<file path="src/sv/mlne_pkg.sv">
// Shared constants for the multilinear neuron evaluator.
package mlne_pkg;

    localparam int DATA_W        = 16;
    localparam int TERM_W        = DATA_W + 1;
    localparam int FRAC_W        = 15;
    localparam int INDEX_W       = 4;
    localparam int FIELD_INPUTS  = 4;

    localparam int DEF_INPUT_COUNT = 4;
    localparam int DEF_NUM_TERMS   = 16;

    localparam logic signed [DATA_W-1:0] Q_ONE_MAX   = 16'sh7FFF;
    localparam logic signed [DATA_W-1:0] Q_MINUS_ONE = 16'sh8000;

    localparam logic MODE_LOAD = 1'b0;
    localparam logic MODE_EVAL = 1'b1;

endpackage

</file>
<file path="src/sv/mlne_coef_cell.sv">
// One coefficient cell of the rotating coefficient ring.
module mlne_coef_cell
    import mlne_pkg::*;
#(
    parameter int IDX = 0
) (
    input  logic                     i_clk,
    input  logic                     i_rst_n,
    input  logic                     i_load,
    input  logic [INDEX_W-1:0]       i_wr_idx,
    input  logic signed [DATA_W-1:0] i_wr_value,
    input  logic                     i_shift,
    input  logic signed [DATA_W-1:0] i_shift_in,
    output logic signed [DATA_W-1:0] o_coef
);

    logic signed [DATA_W-1:0] r_coef;
    logic                     w_hit;

    assign w_hit  = ({{(32-INDEX_W){1'b0}}, i_wr_idx} == 32'(IDX));
    assign o_coef = r_coef;

    always_ff @(posedge i_clk) begin
        if (!i_rst_n) begin
            r_coef <= '0;
        end else if (i_shift) begin
            r_coef <= i_shift_in;
        end else if (i_load && w_hit) begin
            r_coef <= i_wr_value;
        end
    end

endmodule

</file>
<file path="src/sv/mlne_term_stage.sv">
// One multiply stage of the term pipeline: scales the term by one input when selected.
module mlne_term_stage
    import mlne_pkg::*;
#(
    parameter int STAGE = 0,
    parameter int TW    = 4
) (
    input  logic                     i_clk,
    input  logic                     i_rst_n,
    input  logic                     i_valid,
    input  logic [TW-1:0]            i_idx,
    input  logic signed [TERM_W-1:0] i_term,
    input  logic signed [DATA_W-1:0] i_x,
    output logic                     o_valid,
    output logic [TW-1:0]            o_idx,
    output logic signed [TERM_W-1:0] o_term
);

    localparam int PROD_W = TERM_W + DATA_W;

    logic                     w_sel;
    logic signed [PROD_W-1:0] w_prod;
    logic signed [TERM_W-1:0] w_scaled;
    logic                     r_valid;
    logic [TW-1:0]            r_idx;
    logic signed [TERM_W-1:0] r_term;

    generate
        if (STAGE < TW) begin : g_sel
            assign w_sel = i_idx[STAGE];
        end else begin : g_nosel
            assign w_sel = 1'b0;
        end
    endgenerate

    // The product never exceeds 2^30 in magnitude, so the floor shift fits the term width.
    assign w_prod   = PROD_W'(i_term) * PROD_W'(i_x);
    assign w_scaled = w_prod[FRAC_W+TERM_W-1 -: TERM_W];

    always_ff @(posedge i_clk) begin
        if (!i_rst_n) begin
            r_valid <= 1'b0;
        end else begin
            r_valid <= i_valid;
        end
    end

    always_ff @(posedge i_clk) begin
        r_idx  <= i_idx;
        r_term <= w_sel ? w_scaled : i_term;
    end

    assign o_valid = r_valid;
    assign o_idx   = r_idx;
    assign o_term  = r_term;

endmodule

</file>
<file path="src/sv/multilinear_neuron_eval_core.sv">
// Multilinear neuron evaluator: coefficient ring, term pipeline and accumulator.
// A load transaction writes its coefficient and gives no result.
// An evaluate transaction feeds the ring through the term pipeline into the accumulator;
// the ring presents one coefficient per cycle during the feed.
// One evaluation is in flight at a time; no transaction is taken until the result is
// registered, and the result waits in the finish state while the output register is full.
// Synchronous active-low reset clears all coefficients, the last output and all control state.
module multilinear_neuron_eval_core
    import mlne_pkg::*;
#(
    parameter int INPUT_COUNT = DEF_INPUT_COUNT,
    parameter int NUM_TERMS   = DEF_NUM_TERMS
) (
    input  logic                     i_clk,
    input  logic                     i_rst_n,
    input  logic                     i_in_valid,
    output logic                     o_in_ready,
    input  logic                     i_mode,
    input  logic [INDEX_W-1:0]       i_coef_index,
    input  logic signed [DATA_W-1:0] i_coef_value,
    input  logic signed [DATA_W-1:0] i_in_a,
    input  logic signed [DATA_W-1:0] i_in_b,
    input  logic signed [DATA_W-1:0] i_in_c,
    input  logic signed [DATA_W-1:0] i_in_d,
    output logic                     o_out_valid,
    input  logic                     i_out_ready,
    output logic signed [DATA_W-1:0] o_out_value,
    output logic                     o_changed
);

    localparam int TW = $clog2(NUM_TERMS);
    localparam int CW = $clog2(NUM_TERMS + 1);
    localparam int AW = TERM_W + TW + 1;

    localparam logic signed [AW-1:0] ACC_MAX = AW'(Q_ONE_MAX);
    localparam logic signed [AW-1:0] ACC_MIN = AW'(Q_MINUS_ONE);

    typedef enum logic [1:0] {
        S_IDLE,
        S_FEED,
        S_DRAIN,
        S_FINISH
    } t_state;

    t_state                   r_state;
    logic [TW-1:0]            r_feed_idx;
    logic [CW-1:0]            r_acc_cnt;
    logic signed [AW-1:0]     r_acc;
    logic signed [DATA_W-1:0] r_last;
    logic                     r_out_valid;
    logic signed [DATA_W-1:0] r_out_value;
    logic                     r_changed;

    logic signed [DATA_W-1:0] w_field_x [FIELD_INPUTS];
    logic signed [DATA_W-1:0] w_x       [INPUT_COUNT];
    logic signed [DATA_W-1:0] w_coef    [NUM_TERMS];
    logic                     w_pv      [INPUT_COUNT+1];
    logic [TW-1:0]            w_pidx    [INPUT_COUNT+1];
    logic signed [TERM_W-1:0] w_pterm   [INPUT_COUNT+1];

    logic                     w_accept;
    logic                     w_load;
    logic                     w_shift;
    logic                     w_out_free;
    logic signed [DATA_W-1:0] w_result;

    assign w_field_x[0] = i_in_a;
    assign w_field_x[1] = i_in_b;
    assign w_field_x[2] = i_in_c;
    assign w_field_x[3] = i_in_d;

    assign o_in_ready = (r_state == S_IDLE);
    assign w_accept   = i_in_valid && o_in_ready;
    assign w_load     = w_accept && (i_mode == MODE_LOAD);
    assign w_shift    = (r_state == S_FEED);
    assign w_out_free = !r_out_valid || i_out_ready;

    // Inputs are captured on acceptance; inputs beyond the four fields read as zero.
    generate
        for (genvar j = 0; j < INPUT_COUNT; j++) begin : g_x
            if (j < FIELD_INPUTS) begin : g_reg
                logic signed [DATA_W-1:0] r_x;
                always_ff @(posedge i_clk) begin
                    if (w_accept && (i_mode == MODE_EVAL)) begin
                        r_x <= w_field_x[j];
                    end
                end
                assign w_x[j] = r_x;
            end else begin : g_zero
                assign w_x[j] = '0;
            end
        end
    endgenerate

    // The ring rotates towards cell 0 once per feed cycle and is back in place when the feed ends.
    generate
        for (genvar k = 0; k < NUM_TERMS; k++) begin : g_cell
            mlne_coef_cell #(
                .IDX(k)
            ) u_cell (
                .i_clk      (i_clk),
                .i_rst_n    (i_rst_n),
                .i_load     (w_load),
                .i_wr_idx   (i_coef_index),
                .i_wr_value (i_coef_value),
                .i_shift    (w_shift),
                .i_shift_in (w_coef[(k + 1) % NUM_TERMS]),
                .o_coef     (w_coef[k])
            );
        end
    endgenerate

    assign w_pv[0]    = w_shift;
    assign w_pidx[0]  = r_feed_idx;
    assign w_pterm[0] = TERM_W'(w_coef[0]);

    generate
        for (genvar j = 0; j < INPUT_COUNT; j++) begin : g_stage
            mlne_term_stage #(
                .STAGE(j),
                .TW   (TW)
            ) u_stage (
                .i_clk   (i_clk),
                .i_rst_n (i_rst_n),
                .i_valid (w_pv[j]),
                .i_idx   (w_pidx[j]),
                .i_term  (w_pterm[j]),
                .i_x     (w_x[j]),
                .o_valid (w_pv[j+1]),
                .o_idx   (w_pidx[j+1]),
                .o_term  (w_pterm[j+1])
            );
        end
    endgenerate

    always_comb begin
        if (r_acc > ACC_MAX) begin
            w_result = Q_ONE_MAX;
        end else if (r_acc < ACC_MIN) begin
            w_result = Q_MINUS_ONE;
        end else begin
            w_result = r_acc[DATA_W-1:0];
        end
    end

    always_ff @(posedge i_clk) begin
        if (!i_rst_n) begin
            r_state     <= S_IDLE;
            r_feed_idx  <= '0;
            r_acc_cnt   <= '0;
            r_acc       <= '0;
            r_last      <= '0;
            r_out_valid <= 1'b0;
            r_out_value <= '0;
            r_changed   <= 1'b0;
        end else begin
            // In the finish state the valid flag is set below whenever the register frees up.
            if (r_out_valid && i_out_ready && (r_state != S_FINISH)) begin
                r_out_valid <= 1'b0;
            end
            if (w_pv[INPUT_COUNT]) begin
                r_acc     <= r_acc + AW'(w_pterm[INPUT_COUNT]);
                r_acc_cnt <= r_acc_cnt + CW'(1);
            end
            unique case (r_state)
                S_IDLE: begin
                    if (w_accept && (i_mode == MODE_EVAL)) begin
                        r_feed_idx <= '0;
                        r_acc_cnt  <= '0;
                        r_acc      <= '0;
                        r_state    <= S_FEED;
                    end
                end
                S_FEED: begin
                    r_feed_idx <= r_feed_idx + TW'(1);
                    if (r_feed_idx == TW'(NUM_TERMS - 1)) begin
                        r_state <= S_DRAIN;
                    end
                end
                S_DRAIN: begin
                    if (r_acc_cnt == CW'(NUM_TERMS)) begin
                        r_state <= S_FINISH;
                    end
                end
                S_FINISH: begin
                    if (w_out_free) begin
                        r_out_valid <= 1'b1;
                        r_out_value <= w_result;
                        r_changed   <= (w_result != r_last);
                        r_last      <= w_result;
                        r_state     <= S_IDLE;
                    end
                end
                default: begin
                    r_state <= S_IDLE;
                end
            endcase
        end
    end

    assign o_out_valid = r_out_valid;
    assign o_out_value = r_out_value;
    assign o_changed   = r_changed;

    a_acc_count_bound: assert property (@(posedge i_clk) disable iff (!i_rst_n)
        r_acc_cnt <= CW'(NUM_TERMS))
        else $error("more terms accumulated than the table holds");

    a_pipe_empty_idle: assert property (@(posedge i_clk) disable iff (!i_rst_n)
        (r_state == S_IDLE) |-> !w_pv[INPUT_COUNT])
        else $error("term pipeline still busy while idle");

    a_finish_result: assert property (@(posedge i_clk) disable iff (!i_rst_n)
        (r_state == S_FINISH && w_out_free) |=> (r_out_valid && r_last == r_out_value))
        else $error("finished evaluation did not register its result");

    a_feed_ring_only: assert property (@(posedge i_clk) disable iff (!i_rst_n)
        (r_state == S_FEED) |-> !o_in_ready)
        else $error("transaction taken while the ring rotates");

endmodule

</file>
<file path="config.mk">
export PLATFORM = sky130hd
export DESIGN_NAME = multilinear_neuron_eval_core
export DESIGN_NICKNAME = d
export VERILOG_FILES = /design/src/sv/mlne_pkg.sv /design/src/sv/mlne_coef_cell.sv /design/src/sv/mlne_term_stage.sv /design/src/sv/multilinear_neuron_eval_core.sv
export SDC_FILE = /design/constraint.sdc
export NUM_CORES = 2
export LEC_CHECK = 0
export BUFFER_PORTS_ARGS = -buffer_cell sky130_fd_sc_hd__buf_2
export CELL_PAD_IN_SITES_DETAIL_PLACEMENT = 1
export CELL_PAD_IN_SITES_GLOBAL_PLACEMENT = 1
export CORE_MARGIN = 2
export CORE_UTILIZATION = 52
export DETAILED_ROUTE_END_ITERATION = 10
export PLACE_DENSITY = 0.83
export RECOVER_POWER = 50
export SYNTH_ARGS = -nofsm -noshare
export SYNTH_HDL_FRONTEND = slang
export SYNTH_SLANG_ARGS = --single-unit
</file>
<file path="constraint.sdc">
create_clock -name i_clk -period 8.9 [get_ports i_clk]
set_input_delay 0.89 -clock i_clk [delete_from_list [all_inputs] [get_ports i_clk]]
set_output_delay 0.89 -clock i_clk [all_outputs]
set_load 0.005 [all_outputs]
</file>
; ---- Word-level counts from Yosys, hierarchy flattened
; Cells that the tools add are included.
[totals]
elab_cells = 173
in_bits = 89
ff_bits = 455
out_inout_bits = 19
[op_classes]
n_reduce_logical = 45
mul = 4
mux = 54
add_sub_neg = 3
n_bitwise = 1
order_cmp = 2
eq_ne = 26
[op_table]
columns = op, n
row1 = $mux 16, 34
row2 = $mul 17x16->32, 3
row3 = $mux 17, 4
row4 = $mux 22, 3
row5 = $eq 4x4->1 const B, 9
row6 = $reduce_bool 2->1, 17
row7 = $mul 16x16->32, 1
row8 = $add 22x17->22, 1
row9 = $gt 22x16->1 const B, 1
row10 = $lt 22x16->1 const B, 1
row11 = $logic_and 1x1->1, 21
row12 = $eq 4x3->1 const B, 4
row13 = $ne 16x16->1, 1
row14 = $mux 5, 3
row15 = $eq 4x2->1 const B, 2
row16 = $mux 2, 4
row17 = $ne 2x2->1 const B, 4
row18 = $pmux 2 s4, 1
row19 = $pmux 4 s2, 1
row20 = $add 5x1->5 const B, 1
row21 = $eq 5x5->1 const B, 1
row22 = $add 4x1->4 const B, 1
row23 = $eq 2x2->1 const B, 2
row24 = $eq 4x1->1 const B, 1
row25 = other kinds (11), 14

; ---- Longest topological paths before layout
[logic_depth]
ltp_word = 6
depth_mapped = 24
ltp_nobuf = 22

; ---- By module
; A second synthesis with hierarchy kept.
[unflattened]
cells_unflattened = 6432
hier_area_um2 = 60840.9
[modules_own_cells]
columns = mod, cells_each, seq_area_each_um2, instances, area_each_um2
row1 = mlne_term_stage (g_stage[1].u_stage ...), 1115, 440.4, 2, 10438.8
row2 = mlne_term_stage (g_stage[0].u_stage), 1164, 440.4, 1, 10628.9
row3 = mlne_term_stage (g_stage[3].u_stage), 1117, 440.4, 1, 10415.0
row4 = multilinear_neuron_eval_core, 497, 2942.8, 1, 5429.0
row5 = mlne_coef_cell (g_cell[10].u_cell ...), 89, 320.3, 4, 847.1
row6 = mlne_coef_cell (g_cell[11].u_cell ...), 89, 320.3, 4, 842.1
row7 = mlne_coef_cell (g_cell[12].u_cell ...), 89, 320.3, 2, 849.6
row8 = mlne_coef_cell (g_cell[1].u_cell ...), 89, 320.3, 2, 843.3
row9 = mlne_coef_cell (g_cell[4].u_cell ...), 89, 320.3, 2, 833.3
row10 = mlne_coef_cell (g_cell[15].u_cell), 89, 320.3, 1, 844.6
row11 = mlne_coef_cell (g_cell[0].u_cell), 89, 320.3, 1, 837.1

; ---- Worst setup path after synthesis
; No wires, ideal clock.
[synth_timing]
path_kind = register -> register
startpoint = register g_x[3].g_reg.r_x[1]
endpoint = register g_stage[3].u_stage.r_term[16]
t_arrival_ps = 6282
period_less_slack_ps = 6403
stages_incl_launch_ff = 24
setup_ps = 121
setup_slack_ps = 2497
n_path_buf = 1
required_time_ps = 8779
path_cell_list = edfxtp_1 clkbuf_1 nand2_1 inv_1 fa_1 inv_1 fa_1 inv_1 fa_1 fa_1 fa_1 inv_1 fa_1 inv_1 ha_1 and4_1 and3_1 a31oi_1 o211ai_1 a41oi_4 o211a_1 o21bai_1 xor2_1 mux2_2
[synth_between]
elab_chain_cells = 2
[synth_lines]
columns = item, line_no
row1 = from (decl), multilinear_neuron_eval_core.sv:82  ; logic signed [DATA_W-1:0] r_x;
row2 = from (signal assigned), multilinear_neuron_eval_core.sv:85  ; r_x <= w_field_x[j];
row3 = $mul 17x16->32, mlne_term_stage.sv:37  ; assign w_prod = PROD_W'(i_term) * PROD_W'(i_x);
row4 = $mux 17, mlne_term_stage.sv:50  ; r_term <= w_sel ? w_scaled : i_term;
row5 = to (signal assigned), mlne_term_stage.sv:50
row6 = to (decl), mlne_term_stage.sv:26  ; logic signed [TERM_W-1:0] r_term;
; Every way passes these cells.
; A chain may end at the register's enable or synchronous reset.

; ---- Worst setup path in the final report
[layout_timing]
startpoint = register g_cell[0].u_cell.r_coef[11]
endpoint = register g_stage[0].u_stage.r_term[15]
[layout_between]
elab_chain_cells = 2
[layout_lines]
columns = item, line_no
row1 = from (decl), mlne_coef_cell.sv:17  ; logic signed [DATA_W-1:0] r_coef;
row2 = from (signal assigned), mlne_coef_cell.sv:27  ; r_coef <= i_shift_in;
row3 = from (signal assigned), mlne_coef_cell.sv:29  ; r_coef <= i_wr_value;
row4 = $mul 16x16->32, mlne_term_stage.sv:37
row5 = $mux 17, mlne_term_stage.sv:50
row6 = to (signal assigned), mlne_term_stage.sv:50
row7 = to (decl), mlne_term_stage.sv:26
; Every way passes these cells.

==> results.sh <==
export IMPL_antenna_cells=0
export IMPL_gr_usage_met2=0.5480
export IMPL_fillers=12350
export IMPL_synth_edf_count=64
export IMPL_rows=121
export IMPL_slew_headroom=-1.636
export IMPL_synth_mux_area_frac=0.01646
export IMPL_ys_ff_latch=449
export IMPL_grt_use_met1=0.3668
export IMPL_die_height_um=334.6
export IMPL_area_growth_pct=5.811
export IMPL_cp_max_fo=19
export IMPL_drv_slew=359
export IMPL_gr_total_overflow=0
export IMPL_synth_xor_area_frac=0.01957
export IMPL_syn_inst=6092
export IMPL_synth_area_leader_cell="fa_1"
export IMPL_rsz0062_at_grt="no"
export IMPL_max_freq_mhz=131.7
export IMPL_drv_cap=5
export IMPL_drive_gt1_frac=0.04449
export IMPL_clockRootBuffer="clkbuf_16"
export IMPL_period_share=0.8529
export IMPL_end_kind="flip-flop"
export IMPL_tightest_slew_ps=3955
export IMPL_postSynthAreaPerCell_um2=9.331
export IMPL_holdPathStages=0
export IMPL_synth_warnings=0
export IMPL_grt_busiest_layer="met2"
export IMPL_synth_compound_area_share=0.1015
export IMPL_die_area_um2=112000
export IMPL_grt_max_degree=105
export IMPL_layout_min_cycle_time_ps=7591
export IMPL_htree_num_levels=2
export IMPL_clkLatencyLatePin_ps=690
export IMPL_ant_nets=0
export IMPL_antenna_found_initial=3
export IMPL_use_met3=0.03094
export IMPL_reg2regPathDepth=20
export IMPL_vias=42300
export IMPL_post_cts_resized=0
export IMPL_violations="capacitance limit, slew limit"
export IMPL_core_area_um2=108700
export IMPL_synth_distinct_cells=64
export IMPL_track_usage=0.3026
export IMPL_dr_pass1_iters=7
export IMPL_synthFlopType="dfxtp_1"
export IMPL_initial_utilization=0.5229
export IMPL_port_buffers=107
export IMPL_first_global_vias=48940
export IMPL_gp_congestion=0.8716
export IMPL_seq_area_frac_synth=0.1694
export IMPL_critPathRequiredTime_ps=9440
export IMPL_numCtsBuffers=55
export IMPL_critical_path_class="reg2reg"
export IMPL_skew_ps=47.48
export IMPL_cts_tree="built"
export IMPL_clk_path_buf_depth=3
export IMPL_fin_tns_setup_ps=0
export IMPL_clk_pin_slew_worst_paths_ps=60
export IMPL_drt_total_wl_um=164800
export IMPL_cp_arrival_ps=8130
export IMPL_wire_per_inst_um=22.16
export IMPL_start_kind="flip-flop"
export IMPL_grt_first_pass_wirelength_um=266000
export IMPL_yosysTopAreaCellShare=0.3765
export IMPL_dp_hpwl_um=126100
export IMPL_hold_viol=0
export IMPL_ctsHoldBuffers=0
export IMPL_post_cts_repair_setup_buffers=0
export IMPL_drtIter0Drc=2817
export IMPL_synth_top_family_by_area="adder cells"
export IMPL_worstHoldPathType="reg2reg"
export IMPL_synth_area_leaders="fa_1 38%, dfxtp_1 14%, inv_1 7.9%"
export IMPL_synthSimpleGateAreaFrac=0.1408
export IMPL_fin_nets=7480
export IMPL_async_reset_ff_frac=0
export IMPL_io_pins=108
export IMPL_syn_num_nets=7594
export IMPL_syn_cell_area_um2=56840
export IMPL_clock_sinks=449
export IMPL_drc_errors=0
export IMPL_status="finished, violations left"
export IMPL_die_w_um=334.6
export IMPL_setup_viol=0
export IMPL_synth_adder_area_share=0.4522
export IMPL_avgViaCountPerCell=5.686
cell families after synthesis:
family	after synthesis
muxes	87
and+or+nand+nor	1685
buffers and inverters	1515
adders and majority gates	1413
xor gates and xnor gates	127
AOI/OAI and AO/OA	816
DFF	449
cell usage in the layout, fill, tap and decap left out, types with 35 or more instances in the layout:
master	n
o21ai_0	75
a21boi_0	251
inv_1	1195
buf_2	72
clkbuf_16	55
mux2_2	52
ha_1	343
edfxtp_1	64
dfxtp_1	385
a22oi_1	243
xnor2_1	103
mux2i_1	35
a21oi_1	96
nor2_1	146
nand2_1	856
buf_4	36
clkbuf_1	46
and2_1	506
fa_1	1069
synthesized netlist by cell type, types with 35 or more instances:
cell type,number
o21ai_0,75
inv_1,1196
nor2_1,146
dfxtp_1,385
nand2_1,856
xnor2_1,103
a21oi_1,97
and2_1,516
edfxtp_1,64
clkbuf_1,305
fa_1,1069
a22oi_1,243
mux2i_1,35
mux2_2,52
ha_1,344
a21boi_0,251
per-layer routing:
metal	up-vias	wire, um
li1	18540	-
met1	22030	64160
met2	1284	85800
met3	442	7585
met4	6	7224
met5	-	42
worst max-delay path: stages (launching register included):
cell and delay (ps):
dfxtp_1 800, nand2_1 180, fa_1 540, fa_1 540, fa_1 560, inv_1 70, fa_1 490, fa_1 500
inv_1 50, fa_1 470, inv_1 40, ha_1 310, a21oi_1 220, o2111ai_1 120, a211oi_1 700, nor4b_1 160
a211oi_1 620, a21oi_1 310, a311oi_1 400, xnor2_1 110, mux2_2 260
state kept, by name, summed over array words and instances, names as in the netlist:
register and flops:
g_cell.u_cell.o_coef 256, o_changed 1, r_feed_idx 4, r_acc 22, g_stage.u_stage.o_term 68, g_x.g_reg.r_x 64
r_state 2, g_stage.u_stage.o_valid 4, o_out_valid 1, o_out_value 16, g_stage.u_stage.o_idx 6, r_acc_cnt 5
worst paths after layout:
check             slack, ps                               endpoint                                startpoint
setup reg to reg       1310  g_stage[0].u_stage.o_term[15]$_DFF_P_  g_cell[0].u_cell.o_coef[11]$_SDFFE_PN0P_
setup / recovery       1310  g_stage[0].u_stage.o_term[15]$_DFF_P_  g_cell[0].u_cell.o_coef[11]$_SDFFE_PN0P_
hold reg to reg         330    g_stage[2].u_stage.o_idx[3]$_DFF_P_       g_stage[1].u_stage.o_idx[3]$_DFF_P_
hold / removal          330    g_stage[2].u_stage.o_idx[3]$_DFF_P_       g_stage[1].u_stage.o_idx[3]$_DFF_P_
cell type report:
type	count	area (um2)	area share
Multi-Input combinational cell	4128	41540	0.6907
Clock buffer	73	1554	0.02584
Clock inverter	30	379.1	0.006303
Tap cell	1414	1769	0.02941
Sequential cell	449	9629	0.1601
Inverter	1197	4494	0.07472
Timing Repair Buffer	147	777.0	0.01292
per-stage QoR:
| stage | worst slack, ps | util | instances | hold slack (ps) | instance area [um2] |
|---|---|---|---|---|---|
| final | 1309 | 0.5533 | 7438 | 327.5 | 60150 |
| after global routing | 883.7 | 0.5533 | 7438 | 342.7 | 60150 |
| after CTS | 1315 | 0.5539 | 7438 | 328.1 | 60210 |
| after detailed placement | 1332 | 0.5362 | 7335 | 313.5 | 58280 |
| after global placement | 1756 | 0.5362 | 7335 | 315.2 | 58280 |
| after floorplan | 2497 | - | 6092 | 309.6 | 56840 |
Power is left out: the tool's default activity adds up to more than one toggle a clock period on the data nets, which glitch-free logic cannot reach.
